==> src/hdl/cia_pkg.sv <==
// Package for the complex integer ALU: command codes, widths and shared types.
// No dependencies.
package cia_pkg;

   localparam int PART_WIDTH_DEFAULT = 32;
   localparam int FIFO_DEPTH = 4;

   typedef enum logic [2:0] {
      CMD_ADD = 3'd0,
      CMD_SUB = 3'd1,
      CMD_MUL = 3'd2,
      CMD_DIV = 3'd3,
      CMD_EQ  = 3'd4,
      CMD_NE  = 3'd5
   } command_type;

   typedef enum logic [1:0] {
      OP_ADDSUB = 2'd0,
      OP_MUL    = 2'd1,
      OP_DIV    = 2'd2,
      OP_CMP    = 2'd3
   } op_class_type;

   // front-end classification passed through the queue
   typedef struct packed {
      op_class_type op_class;
      logic         subtract;
      logic         cmp_true;
      logic         unused_cmd;
   } class_type;

endpackage

==> src/hdl/cia_front.sv <==
// Front end: accepts beats, classifies the command, registers operands.
// Depends on cia_pkg.
module cia_front import cia_pkg::*; #(
   parameter int PART_WIDTH = PART_WIDTH_DEFAULT
) (
   input  logic                  clock,
   input  logic                  reset,
   input  logic                  in_valid,
   input  logic [2:0]            in_command,
   input  logic [PART_WIDTH-1:0] in_a_real,
   input  logic [PART_WIDTH-1:0] in_a_imag,
   input  logic [PART_WIDTH-1:0] in_b_real,
   input  logic [PART_WIDTH-1:0] in_b_imag,
   input  logic                  out_ready,
   output logic                  in_ready,
   output logic                  out_valid,
   output class_type             out_class,
   output logic [4*PART_WIDTH-1:0] out_operands
);
   logic                    valid_ff, valid_in;
   class_type               class_ff, class_in;
   logic [4*PART_WIDTH-1:0] opnd_ff;
   logic                    equal;

   assign in_ready = !valid_ff || out_ready;
   assign equal = (in_a_real == in_b_real) && (in_a_imag == in_b_imag);

   always_comb begin
      class_in = '{op_class: OP_CMP, subtract: 1'b0, cmp_true: 1'b0, unused_cmd: 1'b0};
      case (in_command)
         CMD_ADD: class_in.op_class = OP_ADDSUB;
         CMD_SUB: begin
            class_in.op_class = OP_ADDSUB;
            class_in.subtract = 1'b1;
         end
         CMD_MUL: class_in.op_class = OP_MUL;
         CMD_DIV: class_in.op_class = OP_DIV;
         CMD_EQ:  class_in.cmp_true = equal;
         CMD_NE:  class_in.cmp_true = !equal;
         default: class_in.unused_cmd = 1'b1;
      endcase
   end

   assign valid_in = in_ready ? in_valid : valid_ff;

   always_ff @(posedge clock) begin
      if (reset) begin
         valid_ff <= 1'b0;
      end else begin
         valid_ff <= valid_in;
      end
      if (in_ready && in_valid) begin
         class_ff <= class_in;
         opnd_ff  <= {in_a_real, in_a_imag, in_b_real, in_b_imag};
      end
   end

   assign out_valid    = valid_ff;
   assign out_class    = class_ff;
   assign out_operands = opnd_ff;
endmodule

==> config.mk <==
export PLATFORM = sky130hd
export DESIGN_NAME = cia_front
export DESIGN_NICKNAME = d
export VERILOG_FILES = /design/src/hdl/cia_pkg.sv /design/src/hdl/cia_front.sv
export SDC_FILE = /design/constraint.sdc
export NUM_CORES = 1
export LEC_CHECK = 0
export BUFFER_PORTS_ARGS = -buffer_cell sky130_fd_sc_hd__buf_2
export CAP_MARGIN = 40
export CORE_ASPECT_RATIO = 2
export CORE_MARGIN = 5
export CORE_UTILIZATION = 44
export DETAILED_ROUTE_END_ITERATION = 8
export PLACE_DENSITY = 0.84
export SYNTH_ARGS = -nofsm -noshare
export SYNTH_HDL_FRONTEND = slang
export SYNTH_SLANG_ARGS = --single-unit
export TNS_END_PERCENT = 50
==> constraint.sdc <==
create_clock -name clock -period 5.3 [get_ports clock]
set_clock_uncertainty 0.15 [all_clocks]
set_input_delay 0.795 -clock clock [delete_from_list [all_inputs] [get_ports clock]]
set_output_delay 0.795 -clock clock [all_outputs]
set_load 0.05 [all_outputs]
-- After elaboration in Yosys (flattened, before gate mapping)
Cells that the tools add are included.
- register bits: 134
- input bits: 135
- output and inout bits: 135
- word-level logic and storage cells: 25
- equal/unequal tests: 7
- mux-type cells: 4
- reductions and logical operators: 8
- operator list (cell ; count):
    32-bit equality test ; 2
    3-bit by 2-bit equality test with 1-bit output (second input constant) ; 2
    3-bit equality test (second input constant) ; 2
    2-bit one-hot mux with 3 select lines ; 1
    6-bit OR reduction ; 1
    3-bit by 1-bit equality test with 1-bit output (second input constant) ; 1
    3-bit logical NOT ; 1
    1-bit logical AND ; 2
    1-bit logical NOT ; 2
    1-bit 2-to-1 mux ; 2
    1-bit one-hot mux with 2 select lines ; 1
    2-bit OR reduction ; 1
    1-bit logical OR ; 1

-- Logic depth before layout (Yosys ltp)
- depth in word-level cells: 4
- gate-level depth with buffers: 5
- gate-level depth less buffers: 5

-- Worst setup path before layout
Ideal clock, no wire load.
- kind: input -> register
- start point: in out_ready
- end point: reg class_ff, in the netlist out_class[0] (enable)
- setup time: 0.507 ns
- data arrival time: 4.386 ns
- data required time: 4.643 ns
- slack: 0.257 ns
- cell stages on the path: 2
- buffers on the path: 0
- cell sequence: nand2b_1 -> and2_1
- word-level cells in the longest chain between the ends: 2
- ends and longest elaborated chain (item ; RTL line ; RTL):
    start, declared ; cia_front.sv:14 ; input logic out_ready,
    1-bit logical OR ; cia_front.sv:25 ; assign in_ready = !valid_ff || out_ready;
    1-bit logical AND ; cia_front.sv:52 ; if (in_ready && in_valid) begin
    end signal, assigned ; cia_front.sv:53 ; class_ff <= class_in;
    end, declared ; cia_front.sv:21 ; class_type class_ff, class_in;
Every way passes these cells.
A chain may end at the register's enable or synchronous reset.

-- Worst setup path in the final report
- start point: in out_ready
- end point: reg opnd_ff[99] (netlist: out_operands[99]) (enable)
- word-level cells in the longest chain between the ends: 2
- ends and longest elaborated chain (item ; RTL line ; RTL):
    1-bit logical OR ; cia_front.sv:25 ;
    1-bit logical AND ; cia_front.sv:52 ;
    end signal, assigned ; cia_front.sv:54 ; opnd_ff <= {in_a_real, in_a_imag, in_b_real, in_b_imag};
    end, declared ; cia_front.sv:22 ; logic [4*PART_WIDTH-1:0] opnd_ff;
Every way passes these cells.

==> qor.yml <==
finish:
  area_growth_pct: 44.6
  fraction_of_final_layout_cells_with_drive_strength_greater_than_1_pct: 56.1
  layout.cells.non_filler: 673
  final_net_count: 656
  insertedDiodeCount: 0
synth:
  post_synth_inst_count: 231
  synth.mux.area_fraction_pct: 0.209
  synth-warning-count: 0
  netlist_top_cells_count: "sky130_fd_sc_hd__edfxtp_1, sky130_fd_sc_hd__xor2_1, sky130_fd_sc_hd__nor4_1"
  postSynth.asyncResetShare_pct: 0
  yosys.cell_types.count: 14
  register_bit_count_reported_by_yosys: 134
  yosysSeqAreaShare_pct: 83.8
  post_synth_fa_ha_maj_area_fraction_pct: 0
  yosys.area.top_type_share_pct: 83.4
  synth_top_family_by_area: "XOR/XNOR gates"
  mappedNetlistArea_mm2: 0.00479
  synthTopCellsByArea: "sky130_fd_sc_hd__edfxtp_1, sky130_fd_sc_hd__xor2_1, sky130_fd_sc_hd__nor4_1"
  synth_fp_nets: 366
  synth_simple_gate_area_share_pct: 3.68
  ys_dominant_reg_cell: "sky130_fd_sc_hd__edfxtp_1"
  synth_xor_xnor_area_share_pct: 11.7
  synth.avg_cell_area_um2: 20.7
  yosys.cell_count.top_type: "sky130_fd_sc_hd__edfxtp_1"
  yosys.area.top_type: "sky130_fd_sc_hd__edfxtp_1"
  compound_gate_fraction_of_synth_area_pct: 0.418
  count_of_flip_flops_with_a_built_in_enable_after_synthesis: 133
placement:
  dp_hpwl_um: 10100
  numPlacedInstances: 642
  port_buffers: 269
  globalplace.congestion: 0.886
timing:
  unrepaired_setup_endpoints_after_global_routing: "no"
  finalHoldViolCount: 0
  layout_worst_path_cycle_share_pct: 42.8
  timing.slew.headroom_pct: 58.7
  report.final.slew_viol_count: 0
  maxClockFrequency_ghz: 0.441
  setup_viol: 0
  period_needed_ns: 2.27
  max_slew.worst_pin.slew_ns: 0.620
  setup-tns-final_ns: 0
clocking:
  clock_sinks: 134
  cts_htree_levels: 4
  clock-root-buffer: "sky130_fd_sc_hd__clkbuf_16"
  clock_insertion_delay_worst_skew_ns: 0.39
  post_cts_resize_count: 0
  max-clock-path-buffers: 2
  cts_tree: "yes"
  clk_transition_reported_paths_ns: 0.05
  cts_buf_count: 17
  number_of_buffers_added_for_setup_after_cts: 0
  cts.hold.buffers_added: 0
global_route:
  grt_pass1_vias: 3367
  grt.total_usage_pct: 18.4
  grt_antenna_before_repair: 0
  grt_first_pass_wirelength_um: 18100
  globalRouteOverflowTotal: 0
  largest_net_degree_at_the_start_of_global_routing: 50
critical_path:
  worstPathMaxFanout: 49
  setup_cp_type: "in -> reg"
  cp-end-kind: "flop"
  regToRegSetupSlack_ns: 3.22
  worst_setup_path_start_kind: "input pin"
  arrival_ns: 2.14
  critical_path_required_ns: 5.18
hold_path:
  min_path_type: "reg -> reg"
floorplanning:
  floorplan.die_area_mm2: 0.0132
  die_h_um: 158
  placeable_area_mm2: 0.0108
  num_rows: 54
  chip_width_um: 83.8
  pin_count: 270
  initial_core_util_pct: 44.3
status:
  status: "finished, final reports clean"
route:
  violation_count_after_the_first_detailed_route_iteration: 191
  drt_pre_antenna_iters: 4
  detail_route.wl_per_cell_um: 18.6
  drcViolationCount: 0
  count_of_vias_placed_by_the_detailed_router: 3185
  detail_route.wirelength_um: 12500
  via_per_inst: 4.73
  antenna_violating_nets_post_route: 0
pwr:
  power_density_mw_per_mm2: 411
  peakVddDrop_mv: 0.339
  leakagePower_nw: 2.97
flow_run:
  cap_viol_max_count: 0
cell type report:
cell class	count	area, um^2
Timing Repair Buffer	271	1360
Inverter	2	7.51
Fill cell	820	3890
Clock buffer	20	437
Clock inverter	11	158
Sequential cell	134	4010
Multi-Input combinational cell	95	769
Tap cell	140	175
state kept, by name (all words and copies together) (netlist names):
register      count
out_class         5
out_operands    128
out_valid         1
critical path, cell delays in order:
cell	delay (ns)
sky130_fd_sc_hd__buf_2	0.07
sky130_fd_sc_hd__nand2b_1	0.13
sky130_fd_sc_hd__and2_4	0.49
sky130_fd_sc_hd__buf_4	0.62
layer usage:
metal	up-vias	GRT usage, %	wire length (um)
met4	0	7.44	185
met2	169	34.2	7220
li1	1471	-	-
met5	-	0	0
met3	11	6.71	979
met1	1534	18.5	4110
final timing paths:
path	cells after the start	from	endpoint
hold / removal	2	out_valid	out_valid
setup reg to reg	3	out_valid	out_operands[99]
hold reg to reg	2	out_valid	out_valid
setup / recovery	4	out_ready	out_operands[99]
through the flow:
step	power, W	hold WS, ns	cell area, um^2	setup slack (ns)	util (%)
6_report	0.00284	0.383	6920	3.03	64.0
5_1_grt	0.00294	0.400	6920	2.96	64.0
4_1_cts	0.00287	0.377	6920	3.03	64.0
3_5_place_dp	0.00170	0.366	6330	2.61	58.5
3_3_place_gp	0.00169	0.346	6330	2.67	58.5
2_1_floorplan	0.00156	0.714	4790	0.257	-
cell usage in the layout (no fill, tap or decap), drive strengths merged:
| master | instances |
|---|---|
| xor2 | 64 |
| buf | 271 |
| clkinvlp | 2 |
| clkinv | 5 |
| mux2i | 1 |
| inv | 2 |
| bufinv | 4 |
| edfxtp | 133 |
| a21oi | 1 |
| clkbuf | 20 |
| dfxtp | 1 |
| nand2b | 1 |
| a21o | 2 |
| nand4 | 4 |
| and2 | 2 |
| nor4 | 17 |
| nand3b | 2 |
| nor3 | 1 |
logic make-up (layout without fill, tap and decap cells):
group	after synthesis	after routing
XOR/XNOR	64	64
AO/OA/AOI/OAI	3	3
flip-flops	134	134
AND/OR/NAND/NOR	27	27
multiplexers	1	1
buffers and inverters	2	304
report_power, final:
group | total [W] | leakage, nW | switching [W] | internal [W]
clock network | 0.00117 | 0.285 | 0.000391 | 0.000778
logic | 0.000419 | 1.39 | 0.000319 | 0.0000997
registers | 0.00126 | 1.30 | 0.0000148 | 0.00124
Power figures use the tool's default switching activity.
