`src/hdl/cia_pkg.sv`:
```
// Package for the complex integer ALU: command codes, widths and shared types.
// No dependencies.
package cia_pkg;

   localparam int PART_WIDTH_DEFAULT = 32;
   localparam int FIFO_DEPTH = 4;

   typedef enum logic [2:0] {
      CMD_ADD = 3'd0,
      CMD_SUB = 3'd1,
      CMD_MUL = 3'd2,
      CMD_DIV = 3'd3,
      CMD_EQ  = 3'd4,
      CMD_NE  = 3'd5
   } command_type;

   typedef enum logic [1:0] {
      OP_ADDSUB = 2'd0,
      OP_MUL    = 2'd1,
      OP_DIV    = 2'd2,
      OP_CMP    = 2'd3
   } op_class_type;

   // front-end classification passed through the queue
   typedef struct packed {
      op_class_type op_class;
      logic         subtract;
      logic         cmp_true;
      logic         unused_cmd;
   } class_type;

endpackage

```
`src/hdl/cia_ram.sv`:
```
// Generic single-write, single-read RAM with registered, enabled read data.
// No dependencies.
module cia_ram #(
   parameter int WIDTH = 8,
   parameter int DEPTH = 4
) (
   input  logic                     clock,
   input  logic                     wr_en,
   input  logic [$clog2(DEPTH)-1:0] wr_addr,
   input  logic [WIDTH-1:0]         wr_data,
   input  logic                     rd_en,
   input  logic [$clog2(DEPTH)-1:0] rd_addr,
   output logic [WIDTH-1:0]         rd_data
);
   logic [WIDTH-1:0] mem_ff [DEPTH];

   always_ff @(posedge clock) begin
      if (wr_en) begin
         mem_ff[wr_addr] <= wr_data;
      end
      if (rd_en) begin
         rd_data <= mem_ff[rd_addr];
      end
   end
endmodule

```
`src/hdl/cia_queue.sv`:
```
// Short first-word fall-through FIFO on cia_ram, used after the front and the back end.
// Depends on cia_pkg and cia_ram.
module cia_queue import cia_pkg::*; #(
   parameter int WIDTH = 8
) (
   input  logic             clock,
   input  logic             reset,
   input  logic             in_valid,
   input  logic [WIDTH-1:0] in_data,
   output logic             in_ready,
   output logic             out_valid,
   output logic [WIDTH-1:0] out_data,
   input  logic             out_ready
);
   localparam int AW = $clog2(FIFO_DEPTH);

   logic [AW-1:0] wr_ptr_ff, wr_ptr_in, rd_ptr_ff, rd_ptr_in;
   logic [AW:0]   count_ff, count_in;
   logic          ovalid_ff, ovalid_in;
   logic          push, pop_mem, load;
   logic [WIDTH-1:0] rd_data;

   // count_ff counts entries in the RAM, excluding the output register
   assign in_ready = count_ff < (AW+1)'(FIFO_DEPTH);
   assign push     = in_valid && in_ready;
   assign load     = !ovalid_ff || out_ready;
   assign pop_mem  = load && (count_ff != '0);

   assign wr_ptr_in = push ? wr_ptr_ff + 1'b1 : wr_ptr_ff;
   assign rd_ptr_in = pop_mem ? rd_ptr_ff + 1'b1 : rd_ptr_ff;
   assign count_in  = count_ff + (AW+1)'(push) - (AW+1)'(pop_mem);
   assign ovalid_in = load ? pop_mem : ovalid_ff;

   cia_ram #(.WIDTH(WIDTH), .DEPTH(FIFO_DEPTH)) u_ram (
      .clock  (clock),
      .wr_en  (push),
      .wr_addr(wr_ptr_ff),
      .wr_data(in_data),
      .rd_en  (pop_mem),
      .rd_addr(rd_ptr_ff),
      .rd_data(rd_data)
   );

   always_ff @(posedge clock) begin
      if (reset) begin
         wr_ptr_ff <= '0;
         rd_ptr_ff <= '0;
         count_ff  <= '0;
         ovalid_ff <= 1'b0;
      end else begin
         wr_ptr_ff <= wr_ptr_in;
         rd_ptr_ff <= rd_ptr_in;
         count_ff  <= count_in;
         ovalid_ff <= ovalid_in;
      end
   end

   assign out_valid = ovalid_ff;
   assign out_data  = rd_data;
endmodule

```
`config.mk`:
```
export PLATFORM = sky130hd
export DESIGN_NAME = cia_queue
export DESIGN_NICKNAME = d
export VERILOG_FILES = /design/src/hdl/cia_pkg.sv /design/src/hdl/cia_ram.sv /design/src/hdl/cia_queue.sv
export SDC_FILE = /design/constraint.sdc
export NUM_CORES = 1
export LEC_CHECK = 0
export BUFFER_PORTS_ARGS = -buffer_cell sky130_fd_sc_hd__clkbuf_2
export CAP_MARGIN = 25
export CORE_MARGIN = 2
export CORE_UTILIZATION = 60
export DETAILED_ROUTE_END_ITERATION = 7
export PLACE_DENSITY_LB_ADDON = 0.08
export SYNTH_ARGS = -nofsm -noshare
export SYNTH_HDL_FRONTEND = slang
export SYNTH_SLANG_ARGS = --single-unit
export TNS_END_PERCENT = 50
```
`constraint.sdc`:
```
create_clock -name clock -period 4.8 [get_ports clock]
set_input_delay 0.24 -clock clock [delete_from_list [all_inputs] [get_ports clock]]
set_output_delay 0.24 -clock clock [all_outputs]
set_load 0.02 [all_outputs]
```
======== Word-level counts from Yosys, hierarchy flattened ========
Memory sizes are Yosys's and may differ from the RTL's. A register that Yosys moved wholly into a read port is not among the register bits.
Cells that the tools add are included.
cells by class
  add/sub/neg operators ................... 4
  $lt $le $gt $ge ......................... 1
  mux-type cells .......................... 2
  reductions and logical operators ........ 5
operators with widths
  operator                                           number
  adder 2 x 1 -> 2 bit, second input constant        2
  adder 3 x 1 -> 3 bit                               1
  less-than comparator 3 bit, second input constant  1
  nonzero test 3 bit                                 1
  subtractor 3 x 1 -> 3 bit                          1
  logical AND 1 bit                                  2
  2-to-1 mux 1 bit                                   2
  logical NOT 1 bit                                  1
  logical OR 1 bit                                   1
word-level totals
  flip-flop bits (word level) ............. 8
  memory bits (writable) .................. 32
  input bits .............................. 12
  output and inout port bits .............. 10
  memories kept ........................... 1
memories
  name          depth  bits a word  read ports  clocked after Yosys merged registers in  wr ports  line           source
  u_ram.mem_ff  4      8            1           1                                        1         cia_ram.sv:15  logic [WIDTH-1:0] mem_ff [DEPTH];

======== Logic depth before layout (Yosys ltp) ========
  word-level depth ........................ 4
  depth in mapped cells ................... 10

======== Hierarchy ========
Synthesis repeated with hierarchy kept, for this count alone.
unflattened totals
  cells, all modules ...................... 94
  area total of the unflattened synthesis .. 1825.5 µm²
by module, submodules not included
  module     instances  cells an instance  area an instance (µm²)  sequential area each (µm²)
  cia_ram    1          54                 1428.9                  1201.2
  cia_queue  1          40                 396.6                   160.2

======== Worst setup path after synthesis ========
OpenSTA, ideal clock, no wires.
  path kind ............................... register to register
  start ................................... reg ovalid_ff, in the netlist out_valid
  end ..................................... reg count_ff[2]
  library setup time ...................... 127 ps
  arrival ................................. 2133 ps
  data required time ...................... 4673 ps
  slack ................................... 2540 ps
  stages on the path, launching flop included .. 10
  cell sequence ........................... dfxtp_1 and2b_1 nor2_1 ha_1 inv_1 ha_1 fa_1 xnor2_1 xnor2_1 nor2_1
between the ends
  cells in the longest elaborated chain, start to end .. 4
ends and longest elaborated chain
  element                    line             source
  start, declared            cia_queue.sv:19  logic ovalid_ff, ovalid_in;
  start signal, assigned     cia_queue.sv:54  ovalid_ff <= ovalid_in;
  logical NOT 1 bit          cia_queue.sv:26  assign load = !ovalid_ff || out_ready;
  logical OR 1 bit           cia_queue.sv:26
  logical AND 1 bit          cia_queue.sv:27  assign pop_mem = load && (count_ff != '0);
  via pop_mem                cia_queue.sv:20  logic push, pop_mem, load;
  subtractor 3 x 1 -> 3 bit  cia_queue.sv:31  assign count_in = count_ff + (AW+1)'(push) - (AW+1)'(pop_mem);
  end signal, assigned       cia_queue.sv:53  count_ff <= count_in;
  end, declared              cia_queue.sv:18  logic [AW:0] count_ff, count_in;
The timed path passes the listed nets, and every way through them passes these cells.
A chain may end at the register's enable or synchronous reset.

======== Worst setup path in the final report ========
  start ................................... reg count_ff[2]
  end ..................................... reg count_ff[2]
RTL lines
  element                    line
  nonzero test 3 bit         cia_queue.sv:27
  logical AND 1 bit          cia_queue.sv:27
  via pop_mem                cia_queue.sv:20
  subtractor 3 x 1 -> 3 bit  cia_queue.sv:31
The timed path passes the listed nets, and every way through them passes these cells.

==> results.yml <==
outcome:
  status: "finished clean"
global_route:
  antenna_found_initial: 0
  grt_pass1_vias: 862
  grt_overflow: 0
  grt_max_degree: 15
  grt_pass1_wl_mm: 4.23
  grt_usage_pct: 17.8
synthesis:
  synthXorXnorAreaFrac_pct: 1.40
  synth.mux.area_fraction_pct: 10.9
  seq_area_frac_synth_pct: 72.6
  synth_compound_area_share_pct: 0.401
  synthAdderAreaFrac_pct: 5.07
  synth_area_sq_um: 1870
  avgSynthCellArea_sq_um: 18.7
  synth_warnings: 0
  synth_fp_nets: 119
  synth_top_family_by_area: "multiplexers"
  ys_types: 21
  synth_simple_gate_area_share_pct: 6.81
  syn_inst: 100
  yosys_register_bits: 48
routing:
  via_count: 867
  drt-initial-drc-count: 57
  wl_mm: 2.65
  viasPerCell: 5.49
  firstDrtPassIters: 4
  route.detailed.wl_per_inst_um: 16.8
  drc: 0
  postRouteAntennaNets: 0
floorplanning:
  dieWidth_um: 59.9
  core.rowCount: 20
  fp.dieH_um: 59.9
  core-area_sq_um: 3000
  ios: 22
  die-area_sq_um: 3590
  start_util_pct: 62.4
clock_network:
  ctsHoldBuffers: 0
  cts.sinks: 48
  clk_latency_ps: 350
  cts_setup_buffers: 0
  path_clk_slew_ps: 120
  cts_root_buf: "clkbuf_4"
  post_cts_resized: 0
  cts_tree: "done"
  cts_max_path_buffers: 2
  htree_levels: 2
  cts_made_buffers: 5
pwr:
  total_power_uw: 1170
  ir_drop_v: 0.000315
  powerDensity_nw_per_um2: 565
  p_leak_uw: 0.000754
timing:
  final-setup-viol-count: 0
  slew_viol_final: 0
  slew_headroom_pct: 43.6
  tightestPinTransition_ps: 843
  rsz0062_at_grt: "no"
  min_period_over_period_pct: 53.3
  fin_tns_setup_ps: 0
  fin_crit_ps: 2560
  timing.fmax_mhz: 391
  hold_slack_ps: 96.1
  hold_viol: 0
  fin_skew_ps: 8.43
job:
  cap_viol_max_count: 0
finish:
  fin_util_pct: 69.0
  drive_gt1_share_pct: 31.2
  syn2layout_area_growth_pct: 10.5
  num-fill-cells: 218
  diodes: 0
  nNetsFinal: 143
place:
  dp_hpwl_mm: 1.82
  portBuffers: 21
  gp_congestion: 0.676
worst_setup_path:
  r2r_start: "count_ff[2]"
  crit_arrival_ps: 2820
  cp-endpoint: "count_ff[2]"
  endpoint_kind: "flip-flop"
  rr_worst_depth: 9
  reg2reg_to: "count_ff[2]"
  r2r_setup_slack_ps: 2240
  crit_start: "count_ff[2]"
  worst-path-max-fanout: 10
  cp.required_ps: 5060
  critical_path_class: "reg -> reg"
  critPathLaunchType: "flip-flop"
hold_path:
  hold_path_class: "in -> reg"
routing by layer:
metal | wire length, um | track usage [%]
met1 | 1200 | 21.6
met2 | 1270 | 28.3
met3 | 124 | 7.14
met4 | 52 | 7.62
met5 | 0 | 0
logic make-up (layout without fill, tap and decap cells):
logic type               Yosys count  count (layout)
AO/OA/AOI/OAI                      1               1
XOR/XNOR                           3               3
adder cells (fa/ha/maj)            7               7
buffers and inverters             11              36
flip-flops                        48              48
multiplexers                      10              10
AND/OR/NAND/NOR                   20              20
where the power goes:
group,total [uW],internal [uW],switching [uW]
combinational,320,147,173
clock,227,109,117
sequential,625,561,64.4
total,1170,817,354
layout make-up:
cell class                      instances  area (sq um)  area share [%]
Tap cell                               33          41.3            1.99
Timing Repair Buffer                   21           105            5.07
Clock buffer                            6          41.3            1.99
Clock inverter                          2          35.0            1.69
Multi-Input combinational cell         41           462            22.3
Sequential cell                        48          1360            65.7
Inverter                                7          26.3            1.27
critical path: stages (launching register included):
cell	delay [ps]
dfxtp_1	470
nor3_4	90
nor2_1	660
ha_1	230
inv_1	50
ha_1	190
fa_1	380
xnor2_1	200
xnor2_1	150
nor2_1	60
cell usage in the layout, fill, tap and decap left out, types with 3 or more instances in the layout:
cell type,count
nor2b_1,5
clkbuf_2,21
and2_1,4
ha_1,6
nor2_1,6
inv_1,7
dfxtp_1,8
clkbuf_4,5
mux4_2,8
xnor2_1,3
edfxtp_1,40
registers in the layout, summed over array words and instances (netlist names):
signal / flops
out_valid: 1
u_ram.mem_ff: 32
rd_ptr_ff: 2
wr_ptr_ff: 2
u_ram.rd_data: 8
count_ff: 3
cells in the mapped netlist:
library cell,count,area [sq um]
mux2_4,1,15.0
nor4_1,1,6.26
nor3_4,1,16.3
inv_1,7,26.3
fa_1,1,20.0
nor3b_2,1,12.5
and2_1,4,25.0
o21bai_1,1,7.51
nor2b_1,5,31.3
xnor2_1,3,26.3
nand2b_1,1,6.26
edfxtp_1,40,1200
mux2i_1,1,10.0
clkbuf_1,1,3.75
buf_6,1,11.3
mux4_2,8,180
and2b_1,1,7.51
nor2_1,6,22.5
buf_2,2,10.0
dfxtp_1,8,160
ha_1,6,75.1
through the flow:
step	worst slack [ps]	cells	instance area, sq um
2_1_floorplan	2540	100	1870
3_3_place_gp	2370	150	2000
3_5_place_dp	2220	150	2000
4_1_cts	2190	158	2070
5_1_grt	2020	158	2070
6_report	2240	158	2070
how the worst min path moves through the flow:
stage / start / endpoint / slack (ps) / depth (start not counted)
after floorplan: in_data[0] / u_ram.mem_ff[0][0] / 340 / 0
after global placement: in_data[3] / u_ram.mem_ff[2][3] / 460 / 1
after detailed placement: in_data[5] / u_ram.mem_ff[3][5] / 460 / 1
after CTS: in_data[5] / u_ram.mem_ff[3][5] / 70 / 1
after global routing: in_data[5] / u_ram.mem_ff[2][5] / 70 / 1
final: in_data[1] / u_ram.mem_ff[0][1] / 100 / 1
(Power assumes the default switching activity.)
